File: config.mk
export PLATFORM = sky130hd
export DESIGN_NAME = mono_framebuffer_draw_engine
export DESIGN_NICKNAME = d
export VERILOG_FILES = /design/src/rtl/core/mfde_pkg.sv /design/src/rtl/core/mono_framebuffer_draw_engine.sv
export SDC_FILE = /design/constraint.sdc
export NUM_CORES = 2
export LEC_CHECK = 0
export BUFFER_PORTS_ARGS = -buffer_cell sky130_fd_sc_hd__buf_2
export CAP_MARGIN = 20
export CORE_MARGIN = 5
export CORE_UTILIZATION = 50
export CTS_CLUSTER_SIZE = 28
export DETAILED_ROUTE_END_ITERATION = 8
export PLACE_DENSITY = 0.66
export SYNTH_ARGS = -nofsm -noshare
export SYNTH_HDL_FRONTEND = slang
export SYNTH_SLANG_ARGS = --single-unit
File: constraint.sdc
create_clock -name clock -period 6.4 [get_ports clock]
set_input_delay 1.28 -clock clock [delete_from_list [all_inputs] [get_ports clock]]
set_output_delay 1.28 -clock clock [all_outputs]
set_load 0.05 [all_outputs]
File: src/rtl/core/mfde_pkg.sv
`default_nettype none

package mfde_pkg;

   // Screen and sprite geometry
   localparam int DISPLAY_WIDTH    = 64;
   localparam int DISPLAY_HEIGHT   = 32;
   localparam int SPRITE_MAX_WIDTH = 32;

   localparam int GLYPH_H    = 5;
   localparam int GLYPH_STEP = 4;

   localparam int COL_W  = $clog2(DISPLAY_WIDTH);
   localparam int CCNT_W = $clog2(DISPLAY_WIDTH + 1);
   localparam int ROW_W  = $clog2(DISPLAY_HEIGHT);
   localparam int RCNT_W = $clog2(DISPLAY_HEIGHT + 1);

   localparam int SPRITE_USED = (SPRITE_MAX_WIDTH < 32) ? SPRITE_MAX_WIDTH : 32;
   localparam logic [31:0] SPRITE_MASK = 32'((64'd1 << SPRITE_USED) - 64'd1);

   // Command codes
   localparam logic [2:0] FUNC_CLEAR  = 3'd0;
   localparam logic [2:0] FUNC_READ   = 3'd1;
   localparam logic [2:0] FUNC_WRITE  = 3'd2;
   localparam logic [2:0] FUNC_FILL   = 3'd3;
   localparam logic [2:0] FUNC_GLYPH  = 3'd4;
   localparam logic [2:0] FUNC_SPRITE = 3'd5;

   typedef logic [DISPLAY_WIDTH-1:0] row_type;
   typedef logic signed [18:0]       coord_type;

   // Glyph row k as a mask with the left column in bit 0
   function automatic logic [31:0] glyph_pattern(input logic [7:0] code, input logic [2:0] k);
      logic [14:0] rows;
      logic [2:0]  p;
      case (code)
         "0":     rows = 15'b111_101_101_101_111;
         "1":     rows = 15'b010_110_010_010_111;
         "2":     rows = 15'b110_001_010_100_111;
         "3":     rows = 15'b110_001_010_001_110;
         "4":     rows = 15'b101_101_111_001_001;
         "5":     rows = 15'b111_100_110_001_110;
         "6":     rows = 15'b011_100_111_101_111;
         "7":     rows = 15'b111_001_010_010_010;
         "8":     rows = 15'b111_101_111_101_111;
         "9":     rows = 15'b111_101_111_001_110;
         "A":     rows = 15'b010_101_111_101_101;
         "C":     rows = 15'b011_100_100_100_011;
         "D":     rows = 15'b110_101_101_101_110;
         "E":     rows = 15'b111_100_110_100_111;
         "F":     rows = 15'b111_100_110_100_100;
         "G":     rows = 15'b011_100_101_101_011;
         "H":     rows = 15'b101_101_111_101_101;
         "I":     rows = 15'b111_010_010_010_111;
         "K":     rows = 15'b101_101_110_101_101;
         "L":     rows = 15'b100_100_100_100_111;
         "M":     rows = 15'b101_111_111_101_101;
         "N":     rows = 15'b101_111_111_111_101;
         "O":     rows = 15'b010_101_101_101_010;
         "P":     rows = 15'b110_101_110_100_100;
         "R":     rows = 15'b110_101_110_101_101;
         "S":     rows = 15'b011_100_010_001_110;
         "T":     rows = 15'b111_010_010_010_010;
         "U":     rows = 15'b101_101_101_101_111;
         "W":     rows = 15'b101_101_101_111_101;
         default: rows = '0;
      endcase
      case (k)
         3'd0:    p = rows[14:12];
         3'd1:    p = rows[11:9];
         3'd2:    p = rows[8:6];
         3'd3:    p = rows[5:3];
         3'd4:    p = rows[2:0];
         default: p = '0;
      endcase
      return {29'd0, p[0], p[1], p[2]};
   endfunction

   // Place a bit pattern so that its bit 0 lands on column off; drop what falls off screen
   function automatic row_type place_bits(input logic [31:0] pat, input coord_type off);
      logic [DISPLAY_WIDTH+31:0] ext;
      coord_type                 neg;
      row_type                   res;
      ext = {{DISPLAY_WIDTH{1'b0}}, pat};
      neg = -off;
      res = '0;
      if (off >= 0 && off < DISPLAY_WIDTH) begin
         res = row_type'(ext << off[COL_W-1:0]);
      end else if (off < 0 && off > -32) begin
         res = row_type'(ext >> neg[4:0]);
      end
      return res;
   endfunction

   // Clamp a row coordinate to 0..DISPLAY_HEIGHT
   function automatic logic [RCNT_W-1:0] clamp_row(input coord_type v);
      logic [RCNT_W-1:0] res;
      if (v < 0) begin
         res = '0;
      end else if (v > DISPLAY_HEIGHT) begin
         res = RCNT_W'(DISPLAY_HEIGHT);
      end else begin
         res = v[RCNT_W-1:0];
      end
      return res;
   endfunction

   // Clamp a column coordinate to 0..DISPLAY_WIDTH
   function automatic logic [CCNT_W-1:0] clamp_col(input coord_type v);
      logic [CCNT_W-1:0] res;
      if (v < 0) begin
         res = '0;
      end else if (v > DISPLAY_WIDTH) begin
         res = CCNT_W'(DISPLAY_WIDTH);
      end else begin
         res = v[CCNT_W-1:0];
      end
      return res;
   endfunction

   // Columns below n set
   function automatic row_type low_mask(input logic [CCNT_W-1:0] n);
      row_type r;
      r = '1;
      if (n < DISPLAY_WIDTH) begin
         r = r << n[COL_W-1:0];
         r = ~r;
      end
      return r;
   endfunction

endpackage

`default_nettype wire

File: src/rtl/core/mono_framebuffer_draw_engine.sv
`default_nettype none

// Channel   Ports                                   Handshake
// command   start, busy, req_func .. req_sprite_bits  taken when start high, busy low
// result    rsp_strobe, rsp_read_pixel               valid for one cycle, cannot stall
//
// A command keeps busy high while it reads each of its clipped rows from frame memory in
// turn, then while the last row is written back. The result strobes in the first cycle
// that busy is low, and the next command may be taken in that same cycle.
// Clear walks every row; a command with no rows on screen goes straight back to idle.
// Synchronous reset marks every row as off through per-row valid flags; no sweep.
// The receiver cannot stall, so results never back up.

module mono_framebuffer_draw_engine (
   input  logic               clock,
   input  logic               reset,
   input  logic               start,
   output logic               busy,
   input  logic [2:0]         req_func,
   input  logic signed [15:0] req_x_pos,
   input  logic signed [15:0] req_y_pos,
   input  logic signed [15:0] req_rect_width,
   input  logic signed [15:0] req_rect_height,
   input  logic               req_pixel_value,
   input  logic [7:0]         req_char_code,
   input  logic [7:0]         req_char_index,
   input  logic [7:0]         req_sprite_row,
   input  logic [31:0]        req_sprite_bits,
   output logic               rsp_strobe,
   output logic               rsp_read_pixel
);

   import mfde_pkg::*;

   localparam logic ST_IDLE = 1'b0;
   localparam logic ST_RUN  = 1'b1;

   logic              state_ff, state_in;
   logic [RCNT_W-1:0] rd_row_ff, rd_row_in;
   logic [RCNT_W-1:0] r1_ff, r1_in;
   logic [2:0]        func_ff, func_in;
   coord_type         y_ff, y_in;
   coord_type         gx_ff, gx_in;
   logic [7:0]        code_ff, code_in;
   row_type           mask_ff, mask_in;
   logic              val_ff, val_in;
   logic              result_ff, result_in;
   logic              wb_valid_ff, wb_valid_in;
   logic [ROW_W-1:0]  wb_row_ff, wb_row_in;
   logic              rsp_strobe_ff, rsp_strobe_in;
   logic              rsp_pix_ff, rsp_pix_in;

   logic [DISPLAY_HEIGHT-1:0] row_valid_ff;
   row_type                   frame_mem [DISPLAY_HEIGHT];
   row_type                   rdata_ff;
   logic                      rvalid_ff;

   coord_type xv, yv, top_v, bot_v;
   row_type   acc_mask;
   logic      acc_val;

   logic      issue;
   row_type   old_row, wb_mask, new_row;
   coord_type k_full;
   logic      we, pix_now;

   assign xv = coord_type'(req_x_pos);
   assign yv = coord_type'(req_y_pos);

   // Decode the command into a row span, a column mask and a value; glyph masks are built per row at write-back
   always_comb begin
      top_v    = '0;
      bot_v    = '0;
      acc_mask = '0;
      acc_val  = 1'b1;
      case (req_func)
         FUNC_CLEAR: begin
            bot_v    = coord_type'(DISPLAY_HEIGHT);
            acc_mask = '1;
            acc_val  = req_pixel_value;
         end
         FUNC_READ: begin
            top_v    = yv;
            bot_v    = yv + coord_type'(1);
            acc_mask = place_bits(32'd1, xv);
            acc_val  = 1'b0;
         end
         FUNC_WRITE: begin
            top_v    = yv;
            bot_v    = yv + coord_type'(1);
            acc_mask = place_bits(32'd1, xv);
            acc_val  = req_pixel_value;
         end
         FUNC_FILL: begin
            if (req_rect_width > 0 && req_rect_height > 0) begin
               top_v    = yv;
               bot_v    = yv + coord_type'(req_rect_height);
               acc_mask = low_mask(clamp_col(xv + coord_type'(req_rect_width)))
                          & ~low_mask(clamp_col(xv));
            end
            acc_val = req_pixel_value;
         end
         FUNC_GLYPH: begin
            top_v = yv;
            bot_v = yv + coord_type'(GLYPH_H);
         end
         FUNC_SPRITE: begin
            top_v    = yv + coord_type'(req_sprite_row);
            bot_v    = top_v + coord_type'(1);
            acc_mask = place_bits(req_sprite_bits & SPRITE_MASK, xv);
         end
         default: begin
            top_v = '0;
         end
      endcase
   end

   // Write-back stage: merge the mask into the row just read, or for a read test the masked pixel
   always_comb begin
      old_row = rvalid_ff ? rdata_ff : '0;
      k_full  = coord_type'({1'b0, wb_row_ff}) - y_ff;
      if (func_ff == FUNC_GLYPH) begin
         wb_mask = place_bits(glyph_pattern(code_ff, k_full[2:0]), gx_ff);
      end else begin
         wb_mask = mask_ff;
      end
      new_row = (old_row & ~wb_mask) | (wb_mask & {DISPLAY_WIDTH{val_ff}});
      we      = wb_valid_ff && (func_ff != FUNC_READ);
      pix_now = wb_valid_ff && (func_ff == FUNC_READ) && (|(old_row & wb_mask));
   end

   assign issue = (state_ff == ST_RUN) && (rd_row_ff < r1_ff);

   // Sequencer: walk the row span, one memory read per cycle
   always_comb begin
      state_in      = state_ff;
      rd_row_in     = rd_row_ff;
      r1_in         = r1_ff;
      func_in       = func_ff;
      y_in          = y_ff;
      gx_in         = gx_ff;
      code_in       = code_ff;
      mask_in       = mask_ff;
      val_in        = val_ff;
      result_in     = result_ff;
      wb_valid_in   = issue;
      wb_row_in     = rd_row_ff[ROW_W-1:0];
      rsp_strobe_in = 1'b0;
      rsp_pix_in    = rsp_pix_ff;
      case (state_ff)
         ST_IDLE: begin
            if (start) begin
               state_in  = ST_RUN;
               rd_row_in = clamp_row(top_v);
               r1_in     = clamp_row(bot_v);
               func_in   = req_func;
               y_in      = yv;
               gx_in     = coord_type'(xv + coord_type'(coord_type'(req_char_index) * GLYPH_STEP));
               code_in   = req_char_code;
               mask_in   = acc_mask;
               val_in    = acc_val;
               result_in = 1'b0;
            end
         end
         ST_RUN: begin
            result_in = result_ff | pix_now;
            if (issue) begin
               rd_row_in = rd_row_ff + RCNT_W'(1);
            end else begin
               state_in      = ST_IDLE;
               rsp_strobe_in = 1'b1;
               rsp_pix_in    = result_ff | pix_now;
            end
         end
         default: begin
            state_in = ST_IDLE;
         end
      endcase
   end

   // Control registers
   always_ff @(posedge clock) begin
      if (reset) begin
         state_ff      <= ST_IDLE;
         wb_valid_ff   <= 1'b0;
         rsp_strobe_ff <= 1'b0;
         row_valid_ff  <= '0;
      end else begin
         state_ff      <= state_in;
         wb_valid_ff   <= wb_valid_in;
         rsp_strobe_ff <= rsp_strobe_in;
         if (we) begin
            row_valid_ff[wb_row_ff] <= 1'b1;
         end
      end
   end

   // Payload registers
   always_ff @(posedge clock) begin
      rd_row_ff  <= rd_row_in;
      r1_ff      <= r1_in;
      func_ff    <= func_in;
      y_ff       <= y_in;
      gx_ff      <= gx_in;
      code_ff    <= code_in;
      mask_ff    <= mask_in;
      val_ff     <= val_in;
      result_ff  <= result_in;
      wb_row_ff  <= wb_row_in;
      rsp_pix_ff <= rsp_pix_in;
   end

   // Frame memory: one read and one write port, read data registered
   always_ff @(posedge clock) begin
      if (issue) begin
         rdata_ff  <= frame_mem[rd_row_ff[ROW_W-1:0]];
         rvalid_ff <= row_valid_ff[rd_row_ff[ROW_W-1:0]];
      end
      if (we) begin
         frame_mem[wb_row_ff] <= new_row;
      end
   end

   assign busy           = (state_ff == ST_RUN);
   assign rsp_strobe     = rsp_strobe_ff;
   assign rsp_read_pixel = rsp_pix_ff;

endmodule

`default_nettype wire

==> impl_metrics.toml <==
[power_and_ir_drop]
internal-power_mw = 27.49
swShare_pct = 26.36
ir_drop_mv = 0.2588
seqPwrFrac_pct = 46.9
power_frac_comb_pct = 18.3
p_sw_mw = 9.841
clkPwrFrac_pct = 34.8
leakage_nw = 36.06
p_per_area_nw_per_um2 = 330.1

[critical_path]
r2r_slack_ns = 1.34
path_class = "reg2reg"
crit_slowest_cell = "o21ai_0"
critPathBufInv = 3
crit_fanout = 31
crit_start = "wb_row_ff[0]"
r2r_cells = 12
path_cells = "inv_1 -> ha_1 -> inv_1 -> fa_1 -> xnor3_1 -> mux2i_1 -> mux2i_1 -> nand2_1 -> o32a_1 -> o21ai_0 -> o21ai_2 -> buf_8"
crit_family = "compound AO/OA/AOI/OAI gates"
end_kind = "flop"
r2r-start = "wb_row_ff[0]"
start_kind = "flop"
r2r-end = "frame_mem[13][57]"
slowest_delay_ns = 0.92
cp_num_cells = 12
arrival_ns = 5.65
crit_required_ns = 6.99
worstSetupEndpoint = "frame_mem[13][57]"

[timing]
setup_viol = 0
finalHoldViolCount = 0
fin_setup_tns_ns = 0
holdWs_ns = 0.4629
worst_pin_slew_ns = 1.234
worst_slew_margin_rel_pct = 16.89
fmax_mhz = 197.6
finClkSkew_ns = 0.05888
rsz0062_at_grt = "no"
finalMaxSlewViolations = 0
period_share_pct = 79.07
period_needed_ns = 5.060

[clock_network]
insertion_delay_ns = 0.88
ctsHoldBuffers = 0
htree_num_levels = 4
clk_pin_slew_worst_paths_ns = 0.06
clock-sinks = 2278
cts_tree = "yes"
numCtsBuffers = 217
cts_resized = 0
cts_setup_buffers = 0
cts-root-buf = "clkbuf_16"
clk_path_buf_depth = 3

[yosys]
async_reset_ff_share_pct = 0
synth.cell_area_um2 = 100300
yosysSeqAreaShare_pct = 67.62
synth-xor-area-share_pct = 0.5885
synth_edf_count = 2223
synth.distinct_cells = 103
synth_flop_cell = "edfxtp_1"
yosys.area_share.adder_pct = 1.007
yosys.area_share.simple_pct = 5.287
synth_mux_area_share_pct = 17.53
syn_nets = 6018
synthTopCellsByArea = "edfxtp_1 67%, mux4_2 16%, nand2_1 1.7%, o21ai_0 1.5%, dfxtp_1 1.1%"
synth_top_area_share_pct = 66.52
syn_inst = 5814
synth_area_per_cell_um2 = 17.26
ys_ff_latch = 2278
synth_top_family_by_area = "multiplexers"
synth_compound_area_share_pct = 6.411
yosys_warnings = 0
yosysTopAreaCell = "edfxtp_1"

[placed_design]
hpwl_um = 175700
place_congestion = 1.000
port_buffers = 129

[floorplan]
dieWidth_um = 458.0
fp.dieH_um = 458.0
rows = 164
die-area_um2 = 209800
start_util_pct = 50.26
pin_count = 130
core_um2 = 199700

[final_layout]
fin_nets = 6238
post_route_cells_drive_above_1_share_pct = 25.81
area_growth_pct = 12.72

[job]
max_cap_violations = 0

[routing]
vias_per_cell = 6.765
vias = 60042
drt_iter0_drc = 8862
wl_um = 310100
detail_route.first_pass.iterations = 6
drcViolationCount = 0
wl_per_cell_um = 34.94
ant_nets = 0

[grt]
grtUsageTotal_pct = 29.14
grt_max_degree = 125
grt_pass1_wl_um = 438700
gr-total-overflow = 0
antenna_found_initial = 4
first_global_vias = 57709

[hold_path]
min_path_type = "reg2reg"

[outcome]
outcome = "finished, final reports clean"
## worst min-delay path by stage
stage                     startpoint          endpoint  slack (ns)  depth (start not counted)
global route        row_valid_ff[23]  row_valid_ff[23]        0.49                          1
floorplan               rd_row_ff[0]      wb_row_ff[0]        0.37                          0
global placement    row_valid_ff[11]  row_valid_ff[11]        0.44                          2
CTS                  row_valid_ff[2]   row_valid_ff[2]        0.47                          2
finish               row_valid_ff[2]   row_valid_ff[2]        0.46                          2
detailed placement   row_valid_ff[2]   row_valid_ff[2]        0.45                          2
## power by group through the flow
stage / clock network [mW] / registers [mW] / logic, mW
2_1_floorplan: 0 / 17.7 / 4.56
3_3_place_gp: 0 / 17.8 / 6.60
3_5_place_dp: 0 / 17.8 / 6.66
4_1_cts: 13.2 / 17.5 / 6.69
5_1_grt: 13.8 / 17.5 / 7.21
6_report: 13.0 / 17.5 / 6.83
## worst reg2reg max path: stages (launching register included)
cell,delay [ns]
dfxtp_1,0.33
inv_1,0.08
ha_1,0.13
inv_1,0.05
fa_1,0.43
xnor3_1,0.69
mux2i_1,0.38
mux2i_1,0.57
nand2_1,0.28
o32a_1,0.46
o21ai_0,0.92
o21ai_2,0.23
buf_8,0.24
## cells in the final DEF, fill, tap and decap left out, types with 38 or more instances in the layout
cell type | netlist | routed
buf_4 | 3 | 131
nand3_1 | 92 | 92
buf_2 | 8 | 128
nor2_1 | 260 | 228
o21ai_0 | 295 | 244
nor3_1 | 74 | 72
o22ai_1 | 41 | 41
a21oi_1 | 189 | 188
xnor2_1 | 43 | 41
o21ai_2 | 0 | 45
clkbuf_1 | 257 | 39
ha_1 | 72 | 72
a22oi_1 | 38 | 38
clkinv_1 | 3 | 59
edfxtp_1 | 2223 | 2223
nand2_1 | 442 | 442
inv_1 | 62 | 62
mux4_2 | 697 | 697
clkbuf_16 | 0 | 221
dfxtp_1 | 55 | 55
mux2i_1 | 81 | 74
mux2_2 | 96 | 96
nand4_1 | 41 | 41
## metrics by stage
step | cells | util [%] | worst slack (ns) | power (mW) | instance area [um2]
after floorplan | 5814 | - | 0.02187 | 22.21 | 100400
after global placement | 8426 | 52.69 | 1.005 | 24.41 | 105200
after detailed placement | 8429 | 52.72 | 0.9703 | 24.47 | 105300
after CTS | 8832 | 56.34 | 0.9625 | 37.39 | 112500
after global routing | 8875 | 56.65 | 1.196 | 38.52 | 113100
final | 8875 | 56.65 | 1.340 | 37.34 | 113100
## state kept, by name, summed over array words and instances, names as in the netlist, named ones only
| signal | flops |
|---|---|
| mask_ff | 64 |
| y_ff | 3 |
| rvalid_ff | 1 |
| func_ff | 3 |
| busy | 1 |
| wb_valid_ff | 1 |
| rdata_ff | 64 |
| wb_row_ff | 5 |
| gx_ff | 17 |
| rd_row_ff | 6 |
| row_valid_ff | 32 |
| rsp_strobe | 1 |
| result_ff | 1 |
| frame_mem | 2048 |
| r1_ff | 6 |
| rsp_read_pixel | 1 |
| val_ff | 1 |
| code_ff | 8 |
## layout make-up
cell class	count	area [um2]
Antenna cell	1	2.502
Clock buffer	259	5640
Clock inverter	144	1572
Fill cell	14977	86540
Inverter	67	251.5
Multi-Input combinational cell	3131	31430
Sequential cell	2278	67860
Tap cell	2656	3323
Timing Repair Buffer	339	3045
## Yosys cell counts, types with 12 or more instances
| library cell | n |
|---|---|
| mux2i_1 | 81 |
| nand4_1 | 41 |
| edfxtp_1 | 2223 |
| buf_1 | 67 |
| mux4_2 | 697 |
| a21o_1 | 26 |
| xor2_1 | 20 |
| a32oi_1 | 12 |
| a21oi_1 | 189 |
| and2_1 | 26 |
| a22oi_1 | 38 |
| inv_1 | 62 |
| o31ai_1 | 30 |
| a221oi_1 | 22 |
| ha_1 | 72 |
| or3_1 | 18 |
| nor2_1 | 260 |
| a211oi_1 | 32 |
| o21a_1 | 21 |
| or2_2 | 13 |
| o211ai_1 | 37 |
| nor2b_1 | 19 |
| xnor2_1 | 43 |
| a31oi_1 | 32 |
| o22ai_1 | 41 |
| nand2_1 | 442 |
| a22o_1 | 22 |
| clkbuf_1 | 257 |
| a211o_1 | 15 |
| nand2b_1 | 26 |
| o21ai_0 | 295 |
| and3_1 | 31 |
| nor4_1 | 35 |
| dfxtp_1 | 55 |
| nand3_1 | 92 |
| nor3_1 | 74 |
| mux2_2 | 96 |
## cell families after synthesis
| logic type | count (synthesis) |
|---|---|
| adder cells (fa/ha/maj) | 78 |
| AO/OA/AOI/OAI | 977 |
| flip-flops | 2278 |
| XOR/XNOR | 65 |
| multiplexers | 874 |
| buffers and inverters | 405 |
| AND/OR/NAND/NOR | 1137 |
## per-layer routing
metal	track usage, %	up-vias	share of wire [%]
met1	41.84	31600	39
met5	0	-	0.0042
met3	5.530	518	10
li1	-	24388	-
met2	45.58	3534	47
met4	9.502	2	3.6
(Power assumes the default switching activity.)
